### config.mk
export PLATFORM = sky130hd
export DESIGN_NAME = lbse_out
export DESIGN_NICKNAME = d
export VERILOG_FILES = /design/src/hw/rtl/lbse_pkg.sv /design/src/hw/rtl/lbse_out.sv
export SDC_FILE = /design/constraint.sdc
export NUM_CORES = 1
export LEC_CHECK = 0
export BUFFER_PORTS_ARGS = -buffer_cell sky130_fd_sc_hd__buf_2
export CAP_MARGIN = 20
export CORE_MARGIN = 1
export CORE_UTILIZATION = 44
export DETAILED_ROUTE_END_ITERATION = 10
export GPL_TIMING_DRIVEN = 0
export PLACE_DENSITY = 0.75
export SLEW_MARGIN = 15
export SYNTH_ARGS = -nofsm -noshare
export SYNTH_HDL_FRONTEND = slang
export SYNTH_SLANG_ARGS = --single-unit
export TNS_END_PERCENT = 20
### constraint.sdc
create_clock -name clk_i -period 1.4 [get_ports clk_i]
set_input_delay 0.07 -clock clk_i [delete_from_list [all_inputs] [get_ports clk_i]]
set_output_delay 0.07 -clock clk_i [all_outputs]
set_load 0.01 [all_outputs]
### src/hw/rtl/lbse_pkg.sv
// Shared constants, types and the slot hash for the LZW byte stream encoder.
// No dependencies.
`timescale 1ns / 1ps
package lbse_pkg;
  localparam int DICT_ENTRIES = 32768;
  localparam int HASH_SLOTS   = 2 * DICT_ENTRIES;
  localparam int HASH_W       = $clog2(HASH_SLOTS);
  localparam int CNT_W        = $clog2(DICT_ENTRIES + 1);
  localparam int CODE_W       = 15;
  localparam int KEY_W        = 24;
  localparam int SLOT_W       = 1 + KEY_W + CODE_W;

  typedef enum logic [1:0] {
    LEN_EMPTY = 2'd0,
    LEN_ONE   = 2'd1,
    LEN_TWO   = 2'd2,
    LEN_CODE  = 2'd3
  } len_e;

  typedef struct packed {
    logic       load;
    logic       two;
    logic [7:0] b0;
    logic [7:0] b1;
  } emit_t;

  function automatic logic [HASH_W-1:0] hash_fn(input logic [KEY_W-1:0] k);
    return k[HASH_W-1:0] ^ k[KEY_W-1 -: HASH_W];
  endfunction
endpackage

### src/hw/rtl/lbse_out.sv
// Output word register for the LZW encoder: holds one or two result bytes.
// Depends on lbse_pkg.
`timescale 1ns / 1ps
module lbse_out (
  input  logic            clk_i,
  input  logic            rst_ni,
  input  lbse_pkg::emit_t emit_i,
  output logic            busy_o,
  output logic            out_valid_o,
  input  logic            out_stall_i,
  output logic [7:0]      out_byte_o,
  output logic            run_last_o
);
  logic       valid_q, pend_q, last_q;
  logic [7:0] byte_q, next_q;

  always_ff @(posedge clk_i or negedge rst_ni) begin
    if (!rst_ni) begin
      valid_q <= 1'b0;
      pend_q  <= 1'b0;
      last_q  <= 1'b0;
    end else if (emit_i.load) begin
      valid_q <= 1'b1;
      pend_q  <= emit_i.two;
      last_q  <= !emit_i.two;
    end else if (valid_q && !out_stall_i) begin
      if (pend_q) begin
        pend_q <= 1'b0;
        last_q <= 1'b1;
      end else begin
        valid_q <= 1'b0;
      end
    end
  end

  always_ff @(posedge clk_i) begin
    if (emit_i.load) begin
      byte_q <= emit_i.b0;
      next_q <= emit_i.b1;
    end else if (valid_q && !out_stall_i && pend_q) begin
      byte_q <= next_q;
    end
  end

  assign busy_o      = valid_q;
  assign out_valid_o = valid_q;
  assign out_byte_o  = byte_q;
  assign run_last_o  = last_q;
endmodule

### Word level (Yosys, flattened, before mapping)

Cells that the tools add are included.

* add/subtract/negate cells: 0
* divide/modulo/power cells: 0
* bitwise gates (word level): 0
* reductions and logical operators: 9
* eq/ne operators: 1
* muxes and demuxes: 10
* magnitude comparators: 0
* shift operators: 0
* multipliers: 0

Operators with widths (count)
* 8-bit 2-to-1 mux: 2
* 1-bit 2-to-1 mux: 8
* 2-bit nonzero test: 3
* 2-bit AND reduction: 2
* 1-bit logical AND: 2
* 1-bit logical NOT: 2
* 2-bit != test (second input constant): 1

* latch bits: 0
* output and inout port bits: 11
* memories: 0
* ROM bits: 0
* bits of input ports: 21
* memory bits (writable): 0
* logic and storage cells: 25
* register bits after elaboration: 19

### Longest topological paths before layout

* depth in word-level cells: 5
* depth in mapped cells: 3
* mapped depth without buffers: 2

### Worst setup path after synthesis

OpenSTA, ideal clock, no wires.

* path type: reg-to-reg
* start point: register valid_q (netlist: busy_o)
* end point: register byte_q[0] (netlist: out_byte_o[0]) (enable)
* clock period less this slack: 1195 ps
* data arrival time: 912 ps
* data required time: 1117 ps
* setup time: 283 ps
* cell stages (with the launch flop): 3
* setup slack: 205 ps
* buffers on the path: 0
* cell sequence: dfrtp_1 -> and3b_1 -> or2_1

* word-level cells in the longest chain between the ends: 3

RTL lines
* start, declared: line lbse_out.sv:14 `logic valid_q, pend_q, last_q;`
* start signal, assigned: line lbse_out.sv:19 `valid_q <= 1'b0;`
* start signal, assigned: line lbse_out.sv:23 `valid_q <= 1'b1;`
* start signal, assigned: line lbse_out.sv:31 `valid_q <= 1'b0;`
* 1-bit logical AND (2 in a row): line lbse_out.sv:40 `end else if (valid_q && !out_stall_i && pend_q) begin`
* 2-bit nonzero test (no source line)
* end signal, assigned: line lbse_out.sv:38 `byte_q <= emit_i.b0;`
* end signal, assigned: line lbse_out.sv:41 `byte_q <= next_q;`
* end, declared: line lbse_out.sv:15 `logic [7:0] byte_q, next_q;`

Every way passes these cells.
A chain may end at the register's enable or synchronous reset.

### Worst setup path after layout

* start point: register valid_q (netlist: busy_o)
* end point: register byte_q[7] (netlist: out_byte_o[7]) (enable)

Same word-level chain as after synthesis.

==> metrics.txt <==
Max Buffers Root-to-Sink=2; Crit Path Category=register to register; switching power=0.2441 mW; worst-path maximum fanout=8; full die area=1858 um^2; flops & latches, synth=19; final net count=104; Cell Pwr Density=1075 nW/um^2; leak pwr=0.4572 nW; ANT cells=0; later-pin clock latency in the skew report=0.30 ns; initial DRC count=3; Synth-to-Final Area Change=39.39%; most instantiated cells after synthesis=16 x edfxtp_1, 6 x mux2_4, 3 x dfrtp_1; sequential-to-total area share from yosys stat=74.75%; Sw Ratio=21.91%; post-synth top area cell=edfxtp_1; number of synthesized flops with an enable pin=16; Tmin final=1.245 ns; vias=476; Main synth FF type=edfxtp_1; top area cells in the synthesized netlist=edfxtp_1 65%, mux2_4 12%, dfrtp_1 10%; most frequent cell after synthesis=edfxtp_1; CP Capture Type=register; power share of the clock group=24.3%; Fmax=0.8030 GHz; clk sink count=19; post-route ant nets=0; global-route usage over all layers=15.16%; Routed WL per cell=13.14 um; Remaining Overflow, GRT=0; Fin Setup TNS=0 ns; cell area after synthesis=743.2 um^2; initial antenna violation count=0; first drt pass iteration count=3; largest net degree at the start of global routing=13; critical path startpoint category=register; Top Ports=32; Slew HR=77.30%; Fin. Hold Viols=0; Hold Path Class=primary input to register; # DRC=0; Mapped Cells=38; crit path DAT=1.26 ns; post-layout util=67.21%; Syn Nets=59; max-slew violation count=0; die height=43.10 um; RSZ-0062 raised after global routing=no; fin crit share=88.96%; fraction of post-synthesis cell area in the top cell type by area=64.65%; CTS tree=yes; number of vias per cell=4.857; maximum VDD drop=0.6790 mV; Total Wirelength=1288 um; chip width=43.10 um; Syn. warnings=0; Worst EP required=1.41 ns; Starting Density=48.21%; share of power burned in registers=61.3%; P_int=0.8700 mW; Post-Syn Area per Cell=19.56 um^2; post-synthesis cell type count=14; share of layout cells above drive strength 1=54.88%; Combinational Power Share=14.4%; H-tree depth=1; Core Area=1541 um^2; final setup vio count=0; vias in the first global route=429; status=finished clean; root buf cell=clkbuf_4; Buffers on Ports=31; worst-margin pin slew=0.3405 ns; Setup Skew=0.008426 ns; # rows=14; Placer Congestion=0.6231; max-cap violations=0; Post-synth ARST share=15.79%; Num CTS Buffers=3; Clk pin slew, worst setup/hold paths=0.10 ns; Total Power=1.114 mW; first-pass GRT wire length=1932 um
state kept, by name (all words and copies together), names as in the netlist:
register / count
pend_q: 1
next_q: 8
busy_o: 1
out_byte_o: 8
run_last_o: 1
placed cells by master (no fill, tap or decap):
master	count
edfxtp_1	16
nor2b_1	1
o21ai_1	1
nand2_1	1
clkinv_2	1
clkbuf_4	3
dfrtp_1	3
dlygate4sd3_1	9
o31a_1	1
nand2b_1	2
or2_1	1
o21ai_0	1
buf_6	1
mux2_4	6
mux2_2	2
and3b_1	1
buf_4	1
buf_2	31
metrics by stage:
| step | hold WS (ns) | setup slack (ns) | std cells | area, um^2 |
|---|---|---|---|---|
| after floorplan | -0.2256 | 0.2046 | 38 | 743.2 |
| after global placement | -0.1314 | 0.1831 | 85 | 918.4 |
| after detailed placement | -0.1309 | 0.1565 | 85 | 918.4 |
| after CTS | 0.02511 | 0.1408 | 98 | 1036 |
| after global routing | 0.04460 | 0.09583 | 98 | 1036 |
| final | 0.02179 | 0.1546 | 98 | 1036 |
worst max-delay path: stages (launching register included):
cell and delay [ns]:
dfrtp_1 0.43, and3b_1 0.20, or2_1 0.34
logic make-up after synthesis:
family | count (synthesis) | share of synthesized area [%]
flip-flops | 19 | 74.75
multiplexers | 8 | 15.15
AND/OR/NAND/NOR | 6 | 5.051
AO/OA/AOI/OAI | 3 | 2.524
buffers and inverters | 2 | 2.526
metal layers:
layer	routed length (um)	track usage [%]	up-vias	share of wire, %
met1	488	16.00	223	38
met5	0	0	-	0
met4	25	7.273	0	1.9
li1	-	-	230	-
met3	53	3.830	4	4.1
met2	721	27.46	19	56
path summary, 6_finish.rpt:
path	startpoint	endpoint	slack, ns	cells after the start
worst min register to register	run_last_o	run_last_o	0.52	1
worst max-delay path	busy_o	out_byte_o[7]	0.15	2
max in group asynchronous	rst_ni	busy_o	1.21	2
worst max register to register	busy_o	out_byte_o[7]	0.15	2
worst min-delay path	emit_i[16]	pend_q	0.02	3
min in group asynchronous	rst_ni	run_last_o	0.08	2
power groups by stage:
stage,sequential [mW],clock (mW),combinational [mW]
floorplan,0.709,0,0.0590
global route,0.687,0.302,0.174
detailed placement,0.696,0,0.141
global placement,0.693,0,0.137
CTS,0.684,0.272,0.160
finish,0.683,0.271,0.160
final cells by class:
class | instances | area, um^2
sequential | 19 | 555.5
timing repair buffer | 40 | 245.2
fill | 127 | 505.5
clock buffer | 3 | 22.52
multi-input combinational | 17 | 168.9
buffer | 2 | 18.77
clock inverter | 1 | 5.005
tap | 16 | 20.02
repair_timing:
action / in CTS / in global routing
setup endpoints to repair: 0 / 0
buffers inserted: 0 / 0
hold endpoints to repair: 11 / 0
gates resized for setup: 0 / 0
hold buffers: 9 / 0
No activity file was read; power rests on OpenSTA's default activity.
